$ cat config.mk
export PLATFORM = sky130hd
export DESIGN_NAME = aibd_div
export DESIGN_NICKNAME = d
export VERILOG_FILES = /design/src/sv/aibd_pkg.sv /design/src/sv/aibd_div.sv
export SDC_FILE = /design/constraint.sdc
export NUM_CORES = 1
export LEC_CHECK = 0
export BUFFER_PORTS_ARGS = -buffer_cell sky130_fd_sc_hd__buf_2
export CAP_MARGIN = 25
export CORE_ASPECT_RATIO = 1.1
export CORE_MARGIN = 3
export CORE_UTILIZATION = 52
export CTS_BUF_LIST = sky130_fd_sc_hd__clkbuf_4 sky130_fd_sc_hd__clkbuf_8
export DETAILED_ROUTE_END_ITERATION = 8
export PLACE_DENSITY = 0.79
export SYNTH_ARGS = -nofsm -noshare
export SYNTH_HDL_FRONTEND = slang
export SYNTH_SLANG_ARGS = --single-unit
export TNS_END_PERCENT = 10
$ cat constraint.sdc
create_clock -name clk -period 3 [get_ports clk]
set_input_delay 0.45 -clock clk [delete_from_list [all_inputs] [get_ports clk]]
set_output_delay 0.45 -clock clk [all_outputs]
set_load 0.05 [all_outputs]
$ cat src/sv/aibd_pkg.sv
// Shared constants, codes and types of the audio intensity and beat detector.
`default_nettype none

package aibd_pkg;

  // ring of mono magnitudes
  localparam int WINDOW_SAMPLES = 512;
  localparam int POS_W          = $clog2(WINDOW_SAMPLES);
  localparam int SMP_W          = 16;
  localparam int MAG_W          = 16;
  localparam int SUM_W          = MAG_W + $clog2(WINDOW_SAMPLES);

  // energy history
  localparam int HISTORY_DEPTH  = 5;
  localparam int HIST_IDX_W     = (HISTORY_DEPTH > 1) ? $clog2(HISTORY_DEPTH) : 1;

  // field widths
  localparam int ET_W      = 9;
  localparam int SENS_W    = 7;
  localparam int E_W       = 16;
  localparam int V_W       = 17;
  localparam int T_W       = 9;
  localparam int LIM_W     = 12;
  localparam int ACC_W     = 17;
  localparam int INT_W     = 16;
  localparam int WB_W      = 17;
  localparam int SCALE_W   = 13;
  localparam int PROD_W    = ACC_W + SCALE_W;
  localparam int CFG_IDX_W = 2;
  localparam int N_W       = 2;

  // arithmetic constants
  localparam int T_CAP       = 256;
  localparam int T_HALF      = 128;
  localparam int SENS_MAX    = 100;
  localparam int LIM_BASE    = 2500;
  localparam int LIM_STEP    = 24;
  localparam int BEAT_SH     = 15;      // 163840 = 5 << 15
  localparam int ACC_CAP     = 65536;
  localparam int BEAT_MAX    = 39322;
  localparam int WB_MAX      = 131071;
  localparam int DEN_K       = 12288;
  localparam int DEC_M       = 209716;  // ceil(2^20 / 5), exact below 2^18
  localparam int DEC_SH      = 20;
  localparam int SCALE_FRAC  = 12;
  localparam int MAX_RESULTS = 2;

  // shared shift-subtract divider
  localparam int DIVS_W    = SUM_W + 4;
  localparam int DIVD_W    = DIVS_W + INT_W;
  localparam int DIV_CNT_W = $clog2(DIVD_W + 1);

  // codes
  localparam logic ACT_SAMPLE = 1'b0;
  localparam logic ACT_UPDATE = 1'b1;
  localparam logic [CFG_IDX_W-1:0] CFG_AVOID = 2'd0;
  localparam logic [CFG_IDX_W-1:0] CFG_SCALE = 2'd1;

  typedef struct packed {
    logic              start;
    logic [DIVD_W-1:0] dividend;
    logic [DIVS_W-1:0] divisor;
  } div_req_t;

  typedef struct packed {
    logic              busy;
    logic              done;
    logic [DIVD_W-1:0] quotient;
  } div_rsp_t;

  typedef struct packed {
    logic               avoid;
    logic [SCALE_W-1:0] scale;
  } cfg_t;

  typedef struct packed {
    logic [ET_W-1:0]   elapsed_time;
    logic [SENS_W-1:0] sensitivity;
    logic [E_W-1:0]    low_band_energy;
  } upd_t;

  typedef struct packed {
    logic [INT_W-1:0] intensity;
    logic [INT_W-1:0] beat_level;
    logic             beat_flag;
    logic [WB_W-1:0]  intensity_with_beat;
    logic             last_result;
  } res_t;

endpackage

`default_nettype wire

$ cat src/sv/aibd_div.sv
// Shared restoring divider, one quotient bit per cycle.
`default_nettype none

module aibd_div (
  input  wire logic               clk,
  input  wire logic               rst_n,
  input  wire aibd_pkg::div_req_t req,
  output aibd_pkg::div_rsp_t      rsp
);

  logic                           busy_r;
  logic                           done_r;
  logic [aibd_pkg::DIV_CNT_W-1:0] cnt_r;
  logic [aibd_pkg::DIVS_W-1:0]    rem_r;
  logic [aibd_pkg::DIVD_W-1:0]    q_r;
  logic [aibd_pkg::DIVS_W-1:0]    d_r;

  logic [aibd_pkg::DIVS_W:0] rem_sh;
  logic [aibd_pkg::DIVS_W:0] rem_sub;
  logic                      ge;

  assign rem_sh  = {rem_r, q_r[aibd_pkg::DIVD_W-1]};
  assign ge      = rem_sh >= {1'b0, d_r};
  assign rem_sub = rem_sh - {1'b0, d_r};

  always_ff @(posedge clk) begin
    if (!rst_n) begin
      busy_r <= 1'b0;
      done_r <= 1'b0;
      cnt_r  <= '0;
    end else begin
      done_r <= 1'b0;
      if (req.start) begin
        busy_r <= 1'b1;
        cnt_r  <= aibd_pkg::DIV_CNT_W'(aibd_pkg::DIVD_W);
      end else if (busy_r) begin
        cnt_r <= cnt_r - 1'b1;
        if (cnt_r == aibd_pkg::DIV_CNT_W'(1)) begin
          busy_r <= 1'b0;
          done_r <= 1'b1;
        end
      end
    end
  end

  // dividend shifts out of q_r as quotient bits shift in
  always_ff @(posedge clk) begin
    if (req.start) begin
      rem_r <= '0;
      q_r   <= req.dividend;
      d_r   <= req.divisor;
    end else if (busy_r) begin
      rem_r <= ge ? rem_sub[aibd_pkg::DIVS_W-1:0] : rem_sh[aibd_pkg::DIVS_W-1:0];
      q_r   <= {q_r[aibd_pkg::DIVD_W-2:0], ge};
    end
  end

  assign rsp.busy     = busy_r;
  assign rsp.done     = done_r;
  assign rsp.quotient = q_r;

endmodule

`default_nettype wire

==> summary.log <==
qor: outcome.run_status complete, no violations
qor: floorplan.start_util 53.7%
qor: synth.most_instantiated_flip_flop_cell_in_the_synthesis_netlist sky130_fd_sc_hd__edfxtp_1
qor: routing.antenna_left 0
qor: setup_path.critical_path_cell_list inv_1 -> ha_2 -> inv_2 -> fa_2 -> a21oi_2 -> o21ai_2 -> a221oi_2 -> a21oi_2 -> o31ai_2 -> buf_4 -> o31ai_4 -> buf_6 -> buf_6 -> mux2_2
qor: floorplan.io_pins 124
qor: routing.totalWireLength 14.4 mm
qor: synth.yosys.area_share.xor_xnor 3.51%
qor: global_route.groute.layer.met1.usage 27.1%
qor: synth.syn_nets 693
qor: timing.maxClockFrequency 342 MHz
qor: timing.hold_viol 0
qor: setup_path.setup.worst_path.end_class register
qor: placement.placement.cell_area 7020 sq um
qor: setup_path.crit_path_max_incr_delay 410 ps
qor: setup_path.cp.arrival 3080 ps
qor: floorplan.die_x 110 microns
qor: timing.share_of_the_clock_period_used_by_the_worst_path_after_layout 97.4%
qor: placement.dp_cells 841
qor: routing.drt-wirelength-per-cell 16.7 microns
qor: clock_tree.clkLatencyLatePin 390 ps
qor: synth.yosysWarningCount 0
qor: placement.routability_congestion_estimate_from_global_placement 0.906
qor: layout.post_route_cells_drive_above_1_share 34.4%
qor: min_path.worstHoldPathType input port to register
qor: timing.setup_viol 0
qor: clock_tree.clock_tree.buffer_depth 2
qor: global_route.gr-usage-all-layers 22.6%
qor: routing.drc 0
qor: synth.main_combinational_cell_family_by_area_after_synthesis compound AO/OA/AOI/OAI gates
qor: synth.ys_ff_latch 111
qor: timing.slew_viol_final 0
qor: synth.synth.area.mux_share 8.96%
qor: layout.instances_no_fill 867
qor: layout.layout.cells.most_common sky130_fd_sc_hd__buf_2
qor: layout.fin_area 7350 sq um
qor: synth.synthesis.area 6230 sq um
qor: timing.period_minus_slack 2920 ps
qor: synth.synth.distinct_cells 59
qor: power_and_ir_drop.finalPower 4040 uW
qor: placement.dp.final_hpwl 10.7 mm
qor: clock_tree.h-tree-depth 3
qor: clock_tree.cts_tree yes
qor: global_route.groute.layer.met3.usage 6.19%
qor: clock_tree.clock_tree.root_cell sky130_fd_sc_hd__clkbuf_8
qor: synth.synthesis.area_per_instance 10.7 sq um
qor: synth.synth-seq-area-share 47.6%
qor: layout.layout.core_utilization 63.4%
qor: placement.port_buffers 123
qor: placement.pre_cts_slack -112 ps
qor: global_route.globalRoute.busiestLayer met2
qor: synth.synth-edff-count 74
qor: global_route.grt_pass1_wl 23.8 mm
qor: global_route.grt_pass1_vias 5054
qor: clock_tree.cts.hold.buffers_added 0
qor: global_route.antenna_found_initial 0
qor: timing.worstMarginPinSlew 618 ps
qor: floorplan.die-area 13300 sq um
qor: synth.synth-async-reset-ratio 0%
qor: routing.routed_via_density 5.73
qor: synth.synth_compound_area_share 16.2%
qor: power_and_ir_drop.max-vdd-ir-drop 0.000426 V
qor: timing.slew_headroom 58.8%
qor: timing.grt_setup_unrepaired true
qor: flow_run.drv.max_cap_violation_count 0
qor: timing.final_critical_path_setup_slack 78.5 ps
qor: clock_tree.cts_inserted_buffers 9
qor: global_route.pin_count_of_the_biggest_net_entering_global_routing 54
qor: routing.route.vias.total 4968
qor: global_route.gr-total-overflow 0
qor: floorplan.design.core.area 11600 sq um
qor: setup_path.critPathTopFamily compound AO/OA/AOI/OAI gates
qor: layout.antenna_diode_count 0
qor: setup_path.worstSetupPathType register to register
qor: power_and_ir_drop.power_per_cell_area 550 nW/um^2
qor: setup_path.worst_ep_required_time 3160 ps
qor: routing.drt_first_iter_violations 186
qor: floorplan.rows 41
qor: clock_tree.path_clk_slew 110 ps
qor: setup_path.start_kind register
qor: layout.flow.area_growth_from_synthesis 17.9%
qor: floorplan.die_h 121 microns
qor: synth.synth_cells 584
qor: power_and_ir_drop.power_leakage 0.00310 uW
qor: setup_path.path_max_fanout 8
qor: setup_path.critical-path-slowest-cell sky130_fd_sc_hd__edfxtp_1
qor: timing.clock_skew 14.4 ps
qor: synth.simple_gate_fraction_of_synth_area 11.9%
qor: layout.design.final.nets 821
qor: layout.layout_common_cells sky130_fd_sc_hd__buf_2, sky130_fd_sc_hd__edfxtp_1, sky130_fd_sc_hd__nand2_1, sky130_fd_sc_hd__mux2_2, sky130_fd_sc_hd__nor2_1
qor: global_route.groute.layer.met2.usage 37.6%
qor: setup_path.critical_path_buf_inv_count 5
qor: clock_tree.clock_sinks 111
qor: synth.synth_fa_ha_area_share 6.55%
qor: routing.dr.pass1.iters 5
## worst reg2reg max path, stage by stage, from the launching register on
cell                       delay, ps
sky130_fd_sc_hd__edfxtp_1        410
sky130_fd_sc_hd__inv_1            80
sky130_fd_sc_hd__ha_2            180
sky130_fd_sc_hd__inv_2            40
sky130_fd_sc_hd__fa_2            350
sky130_fd_sc_hd__a21oi_2         190
sky130_fd_sc_hd__o21ai_2         100
sky130_fd_sc_hd__a221oi_2        290
sky130_fd_sc_hd__a21oi_2         100
sky130_fd_sc_hd__o31ai_2         180
sky130_fd_sc_hd__buf_4           160
sky130_fd_sc_hd__o31ai_4          70
sky130_fd_sc_hd__buf_6           160
sky130_fd_sc_hd__buf_6           140
sky130_fd_sc_hd__mux2_2          250
## cell usage after synthesis (2+ instances only)
cell                        n  area, sq um
sky130_fd_sc_hd__edfxtp_1  74         2220
sky130_fd_sc_hd__nand2_1   60          225
sky130_fd_sc_hd__mux2_2    46          518
sky130_fd_sc_hd__nor2_1    45          169
sky130_fd_sc_hd__inv_1     39          146
sky130_fd_sc_hd__a21oi_1   38          190
sky130_fd_sc_hd__dfxtp_1   37          741
sky130_fd_sc_hd__ha_1      31          388
sky130_fd_sc_hd__clkbuf_1  18         67.6
sky130_fd_sc_hd__o21ai_0   14         70.1
sky130_fd_sc_hd__a311oi_2  13          195
sky130_fd_sc_hd__xnor2_1   13          114
sky130_fd_sc_hd__nand3_1   12         60.1
sky130_fd_sc_hd__xor2_1    12          105
sky130_fd_sc_hd__a21o_1    11         82.6
sky130_fd_sc_hd__a211oi_1  10         75.1
sky130_fd_sc_hd__nand2b_1   7         43.8
sky130_fd_sc_hd__nand4_1    7         43.8
sky130_fd_sc_hd__nor3_1     7         35.0
sky130_fd_sc_hd__a311oi_1   6         52.6
sky130_fd_sc_hd__buf_2      6         30.0
sky130_fd_sc_hd__o21a_1     6         45.0
sky130_fd_sc_hd__nor2b_1    5         31.3
sky130_fd_sc_hd__o21bai_1   5         37.5
sky130_fd_sc_hd__and3_1     4         25.0
sky130_fd_sc_hd__buf_6      4         45.0
sky130_fd_sc_hd__mux2i_1    4         40.0
sky130_fd_sc_hd__nor4_1     4         25.0
sky130_fd_sc_hd__o211ai_1   4         30.0
sky130_fd_sc_hd__or3_1      4         25.0
sky130_fd_sc_hd__a211oi_2   2         25.0
sky130_fd_sc_hd__a31oi_1    2         12.5
sky130_fd_sc_hd__a32oi_1    2         17.5
sky130_fd_sc_hd__and2_1     2         12.5
sky130_fd_sc_hd__buf_4      2         15.0
sky130_fd_sc_hd__nand4b_1   2         17.5
sky130_fd_sc_hd__o21ai_1    2         10.0
sky130_fd_sc_hd__o21ai_2    2         17.5
sky130_fd_sc_hd__o31ai_2    2         25.0
## path summary, 6_finish.rpt
path	from	endpoint	slack, ps	cells after the start
setup / recovery	q_r[44]	q_r[0]	80	14
hold / removal	req[4]	d_r[4]	220	1
setup reg to reg	q_r[44]	q_r[0]	80	14
hold reg to reg	cnt_r[1]	cnt_r[1]	500	2
## metal layers
| metal | vias up | wire length [microns] |
|---|---|---|
| met2 | 188 | 7260 |
| li1 | 2383 | - |
| met4 | 0 | 393 |
| met3 | 31 | 1070 |
| met5 | - | 0 |
| met1 | 2366 | 5720 |
## where the power goes
group | switching (uW) | internal (uW) | leakage [uW]
sequential | 88.8 | 1800 | 0.00104
clock | 519 | 317 | 0.0000885
combinational | 820 | 499 | 0.00197
total | 1430 | 2610 | 0.00310
## area by class of cell
cell class / instances / area (sq um)
Tap cell: 150 / 188
Inverter: 40 / 163
Multi-Input combinational cell: 401 / 2990
Sequential cell: 111 / 2960
Timing Repair Buffer: 149 / 870
Clock buffer: 10 / 131
Fill cell: 962 / 4250
Clock inverter: 6 / 42.5
## sequential cells by signal, summed over array words and instances (netlist names)
signal	flops
cnt_r	6
busy_r	1
rem_r	29
q_r	45
d_r	29
done_r	1
## cells by family (layout without fill, tap and decap cells)
group | Yosys count | after routing
AND/OR/NAND/NOR | 163 | 163
AO/OA/AOI/OAI | 131 | 131
flip-flops | 111 | 111
buffers and inverters | 72 | 205
multiplexers | 50 | 50
adder cells (fa/ha/maj) | 32 | 32
XOR/XNOR | 25 | 25
## through the flow
step	hold slack (ps)	TNS, ps
2_1_floorplan	459	-45.9
3_3_place_gp	480	0
4_1_cts	211	0
3_5_place_dp	490	-879
5_1_grt	205	-1130
6_report	223	0
## timing repair
item | 4_1_cts | 5_1_grt
endpoints found under the hold margin | 0 | 0
buffers inserted | 2 | 7
gates resized for setup | 1 | 19
cloned | 0 | 1
pin swaps | 1 | 7
endpoints found under the setup margin | 17 | 23
Note: power is estimated with default switching activity, not from simulation.
