**src/sv/aibd_pkg.sv**
```systemverilog
// Shared constants, codes and types of the audio intensity and beat detector.
`default_nettype none

package aibd_pkg;

  // ring of mono magnitudes
  localparam int WINDOW_SAMPLES = 512;
  localparam int POS_W          = $clog2(WINDOW_SAMPLES);
  localparam int SMP_W          = 16;
  localparam int MAG_W          = 16;
  localparam int SUM_W          = MAG_W + $clog2(WINDOW_SAMPLES);

  // energy history
  localparam int HISTORY_DEPTH  = 5;
  localparam int HIST_IDX_W     = (HISTORY_DEPTH > 1) ? $clog2(HISTORY_DEPTH) : 1;

  // field widths
  localparam int ET_W      = 9;
  localparam int SENS_W    = 7;
  localparam int E_W       = 16;
  localparam int V_W       = 17;
  localparam int T_W       = 9;
  localparam int LIM_W     = 12;
  localparam int ACC_W     = 17;
  localparam int INT_W     = 16;
  localparam int WB_W      = 17;
  localparam int SCALE_W   = 13;
  localparam int PROD_W    = ACC_W + SCALE_W;
  localparam int CFG_IDX_W = 2;
  localparam int N_W       = 2;

  // arithmetic constants
  localparam int T_CAP       = 256;
  localparam int T_HALF      = 128;
  localparam int SENS_MAX    = 100;
  localparam int LIM_BASE    = 2500;
  localparam int LIM_STEP    = 24;
  localparam int BEAT_SH     = 15;      // 163840 = 5 << 15
  localparam int ACC_CAP     = 65536;
  localparam int BEAT_MAX    = 39322;
  localparam int WB_MAX      = 131071;
  localparam int DEN_K       = 12288;
  localparam int DEC_M       = 209716;  // ceil(2^20 / 5), exact below 2^18
  localparam int DEC_SH      = 20;
  localparam int SCALE_FRAC  = 12;
  localparam int MAX_RESULTS = 2;

  // shared shift-subtract divider
  localparam int DIVS_W    = SUM_W + 4;
  localparam int DIVD_W    = DIVS_W + INT_W;
  localparam int DIV_CNT_W = $clog2(DIVD_W + 1);

  // codes
  localparam logic ACT_SAMPLE = 1'b0;
  localparam logic ACT_UPDATE = 1'b1;
  localparam logic [CFG_IDX_W-1:0] CFG_AVOID = 2'd0;
  localparam logic [CFG_IDX_W-1:0] CFG_SCALE = 2'd1;

  typedef struct packed {
    logic              start;
    logic [DIVD_W-1:0] dividend;
    logic [DIVS_W-1:0] divisor;
  } div_req_t;

  typedef struct packed {
    logic              busy;
    logic              done;
    logic [DIVD_W-1:0] quotient;
  } div_rsp_t;

  typedef struct packed {
    logic               avoid;
    logic [SCALE_W-1:0] scale;
  } cfg_t;

  typedef struct packed {
    logic [ET_W-1:0]   elapsed_time;
    logic [SENS_W-1:0] sensitivity;
    logic [E_W-1:0]    low_band_energy;
  } upd_t;

  typedef struct packed {
    logic [INT_W-1:0] intensity;
    logic [INT_W-1:0] beat_level;
    logic             beat_flag;
    logic [WB_W-1:0]  intensity_with_beat;
    logic             last_result;
  } res_t;

endpackage

`default_nettype wire

```
**src/sv/aibd_ctrl.sv**
```systemverilog
// Analysis sequencer: time accumulation, intensity, beat detection and result register.
`default_nettype none

module aibd_ctrl (
  input  wire logic                        clk,
  input  wire logic                        rst_n,
  input  wire logic                        upd_valid,
  input  wire aibd_pkg::upd_t              upd,
  input  wire logic [aibd_pkg::SUM_W-1:0]  sum,
  input  wire aibd_pkg::cfg_t              cfg,
  output aibd_pkg::div_req_t               div_req,
  input  wire aibd_pkg::div_rsp_t          div_rsp,
  input  wire logic                        out_ready,
  output logic                             idle,
  output logic                             out_valid,
  output aibd_pkg::res_t                   out_res
);

  localparam logic [3:0] ST_IDLE      = 4'd0;
  localparam logic [3:0] ST_CHECK     = 4'd1;
  localparam logic [3:0] ST_INT_WAIT  = 4'd2;
  localparam logic [3:0] ST_RISE      = 4'd3;
  localparam logic [3:0] ST_BEAT      = 4'd4;
  localparam logic [3:0] ST_BEAT_WAIT = 4'd5;
  localparam logic [3:0] ST_DECAY     = 4'd6;
  localparam logic [3:0] ST_SCALE     = 4'd7;
  localparam logic [3:0] ST_LOAD      = 4'd8;

  localparam int R5_W  = aibd_pkg::V_W + 3;
  localparam int S9_W  = aibd_pkg::SUM_W + 4;
  localparam int DEC_W = aibd_pkg::DEC_SH + aibd_pkg::ACC_W;

  logic [3:0]                  state_r, state_nxt;
  logic [aibd_pkg::T_W-1:0]    t_r, t_nxt;
  logic [aibd_pkg::N_W-1:0]    n_r, n_nxt;
  logic [aibd_pkg::V_W-1:0]    hist_r [aibd_pkg::HISTORY_DEPTH];
  logic [aibd_pkg::V_W-1:0]    hist_nxt [aibd_pkg::HISTORY_DEPTH];
  logic [aibd_pkg::ACC_W-1:0]  acc_r, acc_nxt;
  logic                        beat_r, beat_nxt;
  logic                        out_valid_r, out_valid_nxt;
  logic [aibd_pkg::V_W-1:0]    v_r, v_nxt;
  logic [aibd_pkg::LIM_W-1:0]  lim_r, lim_nxt;
  logic [aibd_pkg::HIST_IDX_W-1:0] idx_r, idx_nxt;
  logic [aibd_pkg::V_W-1:0]    rise_r, rise_nxt;
  logic [aibd_pkg::INT_W-1:0]  inten_r, inten_nxt;
  logic [aibd_pkg::PROD_W-1:0] prod_r, prod_nxt;
  aibd_pkg::res_t              res_r, res_nxt;

  logic [aibd_pkg::SENS_W-1:0] sens_c;
  logic [aibd_pkg::LIM_W-1:0]  lim_c;
  logic [aibd_pkg::T_W:0]      t_sum;
  logic [aibd_pkg::T_W-1:0]    t_cap;
  logic [aibd_pkg::E_W+1:0]    e3;
  logic [aibd_pkg::V_W-1:0]    hist_sel;
  logic [aibd_pkg::V_W-1:0]    diff;
  logic                        rise_gt;
  logic [R5_W-1:0]             rise5;
  logic                        beat_hit;
  logic [S9_W-1:0]             s9;
  logic [S9_W-1:0]             den;
  logic [aibd_pkg::INT_W-1:0]  inten_q;
  logic [aibd_pkg::DIVD_W:0]   acc_add;
  logic [aibd_pkg::ACC_W:0]    dec_in;
  logic [DEC_W-1:0]            dec_prod;
  logic [aibd_pkg::WB_W+1:0]   wb_sum;
  logic [aibd_pkg::WB_W-1:0]   wb_sat;
  logic [aibd_pkg::T_W-1:0]    t_left;
  logic [aibd_pkg::N_W-1:0]    n_inc;
  logic                        more;
  logic                        load;

  // per-update operands
  assign sens_c = (upd.sensitivity > aibd_pkg::SENS_W'(aibd_pkg::SENS_MAX)) ?
                  aibd_pkg::SENS_W'(aibd_pkg::SENS_MAX) : upd.sensitivity;
  assign lim_c  = aibd_pkg::LIM_W'(aibd_pkg::LIM_BASE)
                - aibd_pkg::LIM_W'(sens_c) * aibd_pkg::LIM_W'(aibd_pkg::LIM_STEP);
  assign t_sum  = (aibd_pkg::T_W+1)'(t_r) + (aibd_pkg::T_W+1)'(upd.elapsed_time);
  assign t_cap  = (t_sum > (aibd_pkg::T_W+1)'(aibd_pkg::T_CAP)) ?
                  aibd_pkg::T_W'(aibd_pkg::T_CAP) : t_sum[aibd_pkg::T_W-1:0];
  assign e3     = (aibd_pkg::E_W+2)'(upd.low_band_energy)
                + (aibd_pkg::E_W+2)'({upd.low_band_energy, 1'b0});

  // history scan
  assign hist_sel = hist_r[idx_r];
  assign diff     = v_r - hist_sel;
  assign rise_gt  = (v_r > hist_sel) && (diff > rise_r);
  assign rise5    = R5_W'({rise_r, 2'b00}) + R5_W'(rise_r);
  assign beat_hit = rise5 > R5_W'(lim_r);

  // intensity = 65536 * 9S / (9S + 12288N)
  assign s9  = S9_W'(sum) + (S9_W'(sum) << 3);
  assign den = s9 + S9_W'(aibd_pkg::DEN_K * aibd_pkg::WINDOW_SAMPLES);
  assign inten_q = (|div_rsp.quotient[aibd_pkg::DIVD_W-1:aibd_pkg::INT_W]) ?
                   '1 : div_rsp.quotient[aibd_pkg::INT_W-1:0];

  assign acc_add  = (aibd_pkg::DIVD_W+1)'(acc_r) + (aibd_pkg::DIVD_W+1)'(div_rsp.quotient);
  // round(acc * 3 / 5) by reciprocal multiply
  assign dec_in   = (aibd_pkg::ACC_W+1)'({acc_r, 1'b0}) + (aibd_pkg::ACC_W+1)'(acc_r)
                  + (aibd_pkg::ACC_W+1)'(2);
  assign dec_prod = DEC_W'(dec_in) * DEC_W'(aibd_pkg::DEC_M);

  assign wb_sum = (aibd_pkg::WB_W+2)'(prod_r >> aibd_pkg::SCALE_FRAC)
                + (aibd_pkg::WB_W+2)'(inten_r);
  assign wb_sat = (wb_sum > (aibd_pkg::WB_W+2)'(aibd_pkg::WB_MAX)) ?
                  aibd_pkg::WB_W'(aibd_pkg::WB_MAX) : wb_sum[aibd_pkg::WB_W-1:0];

  assign t_left = t_r - aibd_pkg::T_W'(aibd_pkg::T_HALF);
  assign n_inc  = n_r + 1'b1;
  assign more   = (t_left > aibd_pkg::T_W'(aibd_pkg::T_HALF))
               && (n_inc < aibd_pkg::N_W'(aibd_pkg::MAX_RESULTS));
  assign load   = (state_r == ST_LOAD) && (!out_valid_r || out_ready);

  always_comb begin
    state_nxt     = state_r;
    t_nxt         = t_r;
    n_nxt         = n_r;
    hist_nxt      = hist_r;
    acc_nxt       = acc_r;
    beat_nxt      = beat_r;
    v_nxt         = v_r;
    lim_nxt       = lim_r;
    idx_nxt       = idx_r;
    rise_nxt      = rise_r;
    inten_nxt     = inten_r;
    prod_nxt      = prod_r;
    res_nxt       = res_r;
    out_valid_nxt = out_valid_r && !out_ready;

    div_req.start    = 1'b0;
    div_req.dividend = {s9, {aibd_pkg::INT_W{1'b0}}};
    div_req.divisor  = den;

    case (state_r)
      ST_IDLE: begin
        if (upd_valid) begin
          t_nxt     = t_cap;
          n_nxt     = '0;
          v_nxt     = e3[aibd_pkg::E_W+1:1];
          lim_nxt   = lim_c;
          state_nxt = ST_CHECK;
        end
      end
      ST_CHECK: begin
        if ((t_r > aibd_pkg::T_W'(aibd_pkg::T_HALF))
            && (n_r < aibd_pkg::N_W'(aibd_pkg::MAX_RESULTS))) begin
          div_req.start = 1'b1;
          state_nxt     = ST_INT_WAIT;
        end else begin
          state_nxt = ST_IDLE;
        end
      end
      ST_INT_WAIT: begin
        if (div_rsp.done) begin
          inten_nxt = inten_q;
          if (cfg.avoid) begin
            // flag and history hold
            acc_nxt   = '0;
            state_nxt = ST_SCALE;
          end else begin
            idx_nxt   = '0;
            rise_nxt  = '0;
            state_nxt = ST_RISE;
          end
        end
      end
      ST_RISE: begin
        if (rise_gt) begin
          rise_nxt = diff;
        end
        if (idx_r == aibd_pkg::HIST_IDX_W'(aibd_pkg::HISTORY_DEPTH - 1)) begin
          state_nxt = ST_BEAT;
        end else begin
          idx_nxt = idx_r + 1'b1;
        end
      end
      ST_BEAT: begin
        for (int i = aibd_pkg::HISTORY_DEPTH - 1; i > 0; i--) begin
          hist_nxt[i] = hist_r[i-1];
        end
        hist_nxt[0] = v_r;
        if (beat_hit) begin
          beat_nxt         = 1'b1;
          div_req.start    = 1'b1;
          div_req.dividend = aibd_pkg::DIVD_W'(rise5) << aibd_pkg::BEAT_SH;
          div_req.divisor  = aibd_pkg::DIVS_W'(lim_r);
          state_nxt        = ST_BEAT_WAIT;
        end else begin
          beat_nxt  = 1'b0;
          state_nxt = ST_DECAY;
        end
      end
      ST_BEAT_WAIT: begin
        if (div_rsp.done) begin
          acc_nxt   = (acc_add > (aibd_pkg::DIVD_W+1)'(aibd_pkg::ACC_CAP)) ?
                      aibd_pkg::ACC_W'(aibd_pkg::ACC_CAP) : acc_add[aibd_pkg::ACC_W-1:0];
          state_nxt = ST_DECAY;
        end
      end
      ST_DECAY: begin
        acc_nxt   = dec_prod[DEC_W-1:aibd_pkg::DEC_SH];
        state_nxt = ST_SCALE;
      end
      ST_SCALE: begin
        prod_nxt  = aibd_pkg::PROD_W'(acc_r) * aibd_pkg::PROD_W'(cfg.scale);
        state_nxt = ST_LOAD;
      end
      ST_LOAD: begin
        // hold until the output register frees
        if (load) begin
          out_valid_nxt               = 1'b1;
          res_nxt.intensity           = inten_r;
          res_nxt.beat_level          = acc_r[aibd_pkg::INT_W-1:0];
          res_nxt.beat_flag           = beat_r;
          res_nxt.intensity_with_beat = wb_sat;
          res_nxt.last_result         = !more;
          t_nxt                       = t_left;
          n_nxt                       = n_inc;
          state_nxt                   = ST_CHECK;
        end
      end
      default: begin
        state_nxt = ST_IDLE;
      end
    endcase
  end

  always_ff @(posedge clk) begin
    if (!rst_n) begin
      state_r     <= ST_IDLE;
      t_r         <= '0;
      n_r         <= '0;
      hist_r      <= '{default: '0};
      acc_r       <= '0;
      beat_r      <= 1'b0;
      out_valid_r <= 1'b0;
    end else begin
      state_r     <= state_nxt;
      t_r         <= t_nxt;
      n_r         <= n_nxt;
      hist_r      <= hist_nxt;
      acc_r       <= acc_nxt;
      beat_r      <= beat_nxt;
      out_valid_r <= out_valid_nxt;
    end
  end

  always_ff @(posedge clk) begin
    v_r     <= v_nxt;
    lim_r   <= lim_nxt;
    idx_r   <= idx_nxt;
    rise_r  <= rise_nxt;
    inten_r <= inten_nxt;
    prod_r  <= prod_nxt;
    res_r   <= res_nxt;
  end

  assign idle      = (state_r == ST_IDLE);
  assign out_valid = out_valid_r;
  assign out_res   = res_r;

  a_div_free: assert property (@(posedge clk) disable iff (!rst_n)
    div_req.start |-> !div_rsp.busy)
    else $error("divider started while busy");

  a_level_range: assert property (@(posedge clk) disable iff (!rst_n)
    state_r == ST_LOAD |-> acc_r <= aibd_pkg::ACC_W'(aibd_pkg::BEAT_MAX))
    else $error("beat level above decayed maximum");

  a_time_cap: assert property (@(posedge clk) disable iff (!rst_n)
    upd_valid |=> t_r <= aibd_pkg::T_W'(aibd_pkg::T_CAP) && state_r == ST_CHECK)
    else $error("time accumulator above one second after update");

endmodule

`default_nettype wire

```
**config.mk**
```make
export PLATFORM = sky130hd
export DESIGN_NAME = aibd_ctrl
export DESIGN_NICKNAME = d
export VERILOG_FILES = /design/src/sv/aibd_pkg.sv /design/src/sv/aibd_ctrl.sv
export SDC_FILE = /design/constraint.sdc
export NUM_CORES = 2
export LEC_CHECK = 0
export ABC_AREA = 1
export BUFFER_PORTS_ARGS = -buffer_cell sky130_fd_sc_hd__buf_4
export CAP_MARGIN = 10
export CORE_MARGIN = 2
export CORE_UTILIZATION = 60
export CTS_CLUSTER_DIAMETER = 80
export CTS_CLUSTER_SIZE = 30
export DETAILED_ROUTE_END_ITERATION = 7
export MAX_ROUTING_LAYER = met4
export PLACE_DENSITY = 0.8
export SLEW_MARGIN = 20
export SYNTH_ARGS = -nofsm -noshare
export SYNTH_HDL_FRONTEND = slang
export SYNTH_SLANG_ARGS = --single-unit
```
**constraint.sdc**
```tcl
create_clock -name clk -period 8.4 [get_ports clk]
set_input_delay 0.42 -clock clk [delete_from_list [all_inputs] [get_ports clk]]
set_output_delay 0.42 -clock clk [all_outputs]
set_load 0.005 [all_outputs]
```
==> out/metrics.yaml <==
route:
  viasPerCell: 5.55
  via_count: 29100
  dr.first_iter.drc_count: 2517
  drc: 0
  routed_wl_microns: 87200
  drt_pre_antenna_iters: 6
  routedWlPerCell_microns: 16.7
  ant_nets: 0
synth:
  synth_enable_flop_cells: 131
  synthCells: 4359
  avgSynthCellArea_sq_um: 7.36
  synthArstFlopShare_pct: 0
  synth.cell_area_sq_um: 32100
  ys_types: 56
  synth_ff_type: "edfxtp_1"
  seq_area_frac_synth_pct: 19.7
  synth_seq_cells: 250
  synth_warnings: 0
setup_path:
  critPathLaunchType: "flip-flop"
  cp-end-kind: "flip-flop"
  rr_worst_depth: 31
  worst_ep_required_time_ps: 8820
  arrival_ps: 8140
  critPathLaunch: "acc_r[1]"
  regToRegStartpoint: "acc_r[1]"
  cp_slowest_stage_delay_ps: 600
  crit_end: "acc_r[11]"
  critical_path_peak_fanout: 5
  slowest_stage: "fa_1"
  r2r_setup_slack_ps: 680
  worstSetupPathType: "reg2reg"
  worstReg2RegEnd: "acc_r[11]"
  critPathMostFrequentCell: "inv_1"
pwr:
  powerDensity_nw_per_um2: 207
  ir_drop_uv: 223
  p_comb_share_pct: 66.8
  p_seq_share_pct: 20.9
  p_leak_uw: 0.0191
  p_int_uw: 3640
  total_power_uw: 7270
  p_sw_uw: 3620
  swShare_pct: 49.9
  clockPowerShare_pct: 12.3
global_routing:
  grt.total_usage_pct: 32.8
  overflow: 0
  grt_pass1_vias: 28400
  grt_antenna_before_repair: 1
  grt_first_pass_wirelength_microns: 144000
  grt_max_degree: 104
placement:
  place_congestion: 1.03
  dpl.hpwl_microns: 71900
  post_dp_cell_area_sq_um: 34500
  port_buffers: 233
cells_and_area:
  final_nets: 5312
  stdcell_area_sq_um: 35100
  ff_latch_area_sq_um: 6320
  multi_input_area_sq_um: 22000
  area.growth.synth_to_final_pct: 9.24
  drive_gt1_share_pct: 7.70
  num-fill-cells: 4683
floorplan:
  core_area_sq_um: 52800
  chipHeight_microns: 235
  num_rows: 84
  die_area_sq_um: 55400
  floorplan.initialDensity_pct: 60.8
  io_pins: 250
  die_w_microns: 235
sta:
  fin_hold_ws_ps: 209
  maxSlewViolCount: 0
  setup_viol: 0
  fmax_mhz: 129
  hold_viol: 0
  rsz0062_at_grt: "no"
  fin_crit_sh_pct: 91.9
  skew_ps: 27.0
  relSlewSlack_pct: 33.4
  min_period_ps: 7720
  fin_tns_setup_ps: 0
  tightestPinTransition_ps: 998
hold_path:
  hp-class: "in2reg"
clocking:
  numCtsBuffers: 16
  hold_buffers: 0
  cts_setup_buffers: 0
  clockBufferDepth: 3
  htreeDepth: 1
  post_cts_resized: 0
  ctsRootBufferMaster: "clkbuf_16"
  insertion_delay_ps: 520
  cts_sinks: 250
  path_clk_slew_ps: 110
  cts_tree: "yes"
run:
  drv_cap: 0
outcome:
  status: "complete, no violations"
==> power by group through the flow <==
stage	Clock, uW	Combinational, uW	Sequential [uW]
floorplan	0	3440	1520
global placement	0	4660	1540
detailed placement	0	4750	1540
CTS	904	4820	1520
global route	942	5570	1530
finish	891	4860	1520
==> metal layers <==
metal / share of wire [%] / vias up / global-route usage [%] / routed length (microns)
li1: - / 14200 / - / -
met3: 7.5 / 204 / 3.79 / 6540
met1: 42 / 13500 / 43.2 / 37000
met2: 47 / 1150 / 52.9 / 40600
met5: 0 / - / - / 0
met4: 3.5 / 0 / 10.8 / 3040
==> logic make-up after synthesis <==
| kind of cell | count (synthesis) | share of synthesized area (%) |
|---|---|---|
| flip-flops | 250 | 19.7 |
| other | 1 | 0.0117 |
| AND/OR/NAND/NOR | 1633 | 21.3 |
| AO/OA/AOI/OAI | 678 | 11.4 |
| buffers and inverters | 989 | 11.9 |
| XOR/XNOR | 155 | 4.30 |
| adder cells (fa/ha/maj) | 653 | 31.5 |
==> critical path: cells and delay by family (launching register included) <==
kind,cells,cell delay [ps]
adder cells (fa/ha/maj),10,4300
AO/OA/AOI/OAI,7,770
buffers and inverters,8,740
XOR/XNOR,1,450
flip-flops,1,340
AND/OR/NAND/NOR,5,1020
==> cell type report <==
| cell class | count | area share (%) |
|---|---|---|
| antenna | 1 | 0.00714 |
| clock buffer | 19 | 1.26 |
| clock inverter | 8 | 0.367 |
| inverter | 866 | 9.27 |
| multi-input combinational | 3134 | 62.9 |
| sequential | 250 | 18.0 |
| tap | 688 | 2.45 |
| timing repair buffer | 269 | 5.76 |
==> through the flow <==
step / util, % / std cells / worst slack (ps)
after CTS: 66.5 / 5234 / 746
after global placement: 65.4 / 5207 / 880
after global routing: 66.5 / 5235 / 80.3
final: 66.5 / 5235 / 676
after detailed placement: 65.4 / 5207 / 778
after floorplan: - / 4373 / 1010
==> layout by cell type, fill, tap and decap left out, types with 131 or more instances in the layout <==
cell      count
nand2_1     937
inv_1       857
ha_1        394
nor2_1      324
a21oi_1     310
buf_4       269
o21ai_0     263
fa_1        259
nand3_1     199
edfxtp_1    131
==> synth_stat cells (11+ instances only) <==
cell type  count  area, sq um
xor2_1        99          867
fa_1         259         5180
a31oi_1       11         68.8
clkbuf_1      95          357
ha_1         394         4930
a21oi_1      311         1560
o21bai_1      11         82.6
xnor2_1       53          464
nor4_1        17          106
edfxtp_1     131         3930
nor3_1        34          170
nand2_1      937         3520
nand3_1      199          996
or2_2         11         68.8
nor2_2        12         75.1
buf_4         19          143
nand3b_1      16          120
dfxtp_1      119         2380
inv_1        858         3220
nand4_1       57          357
nor2_1       325         1220
o21ai_0      263         1320
a21o_1        30          225
==> registers in the layout (all words and copies together), names as in the netlist <==
name       count
rise_r        17
t_r            9
state_r        4
acc_r         17
out_valid      1
inten_r       16
idx_r          3
prod_r        18
beat_r         1
lim_r          9
out_res       51
n_r            2
hist_r        85
v_r           17
==> worst min-delay path by stage <==
stage | depth (start not counted) | to | slack [ps] | start
floorplan | 0 | out_res[18] | 410 | beat_r
global placement | 0 | out_res[18] | 410 | beat_r
detailed placement | 0 | out_res[18] | 430 | beat_r
CTS | 3 | inten_r[5] | 190 | div_rsp[5]
global route | 2 | v_r[0] | 200 | upd[0]
finish | 3 | inten_r[5] | 210 | div_rsp[5]
(Power assumes the default switching activity.)
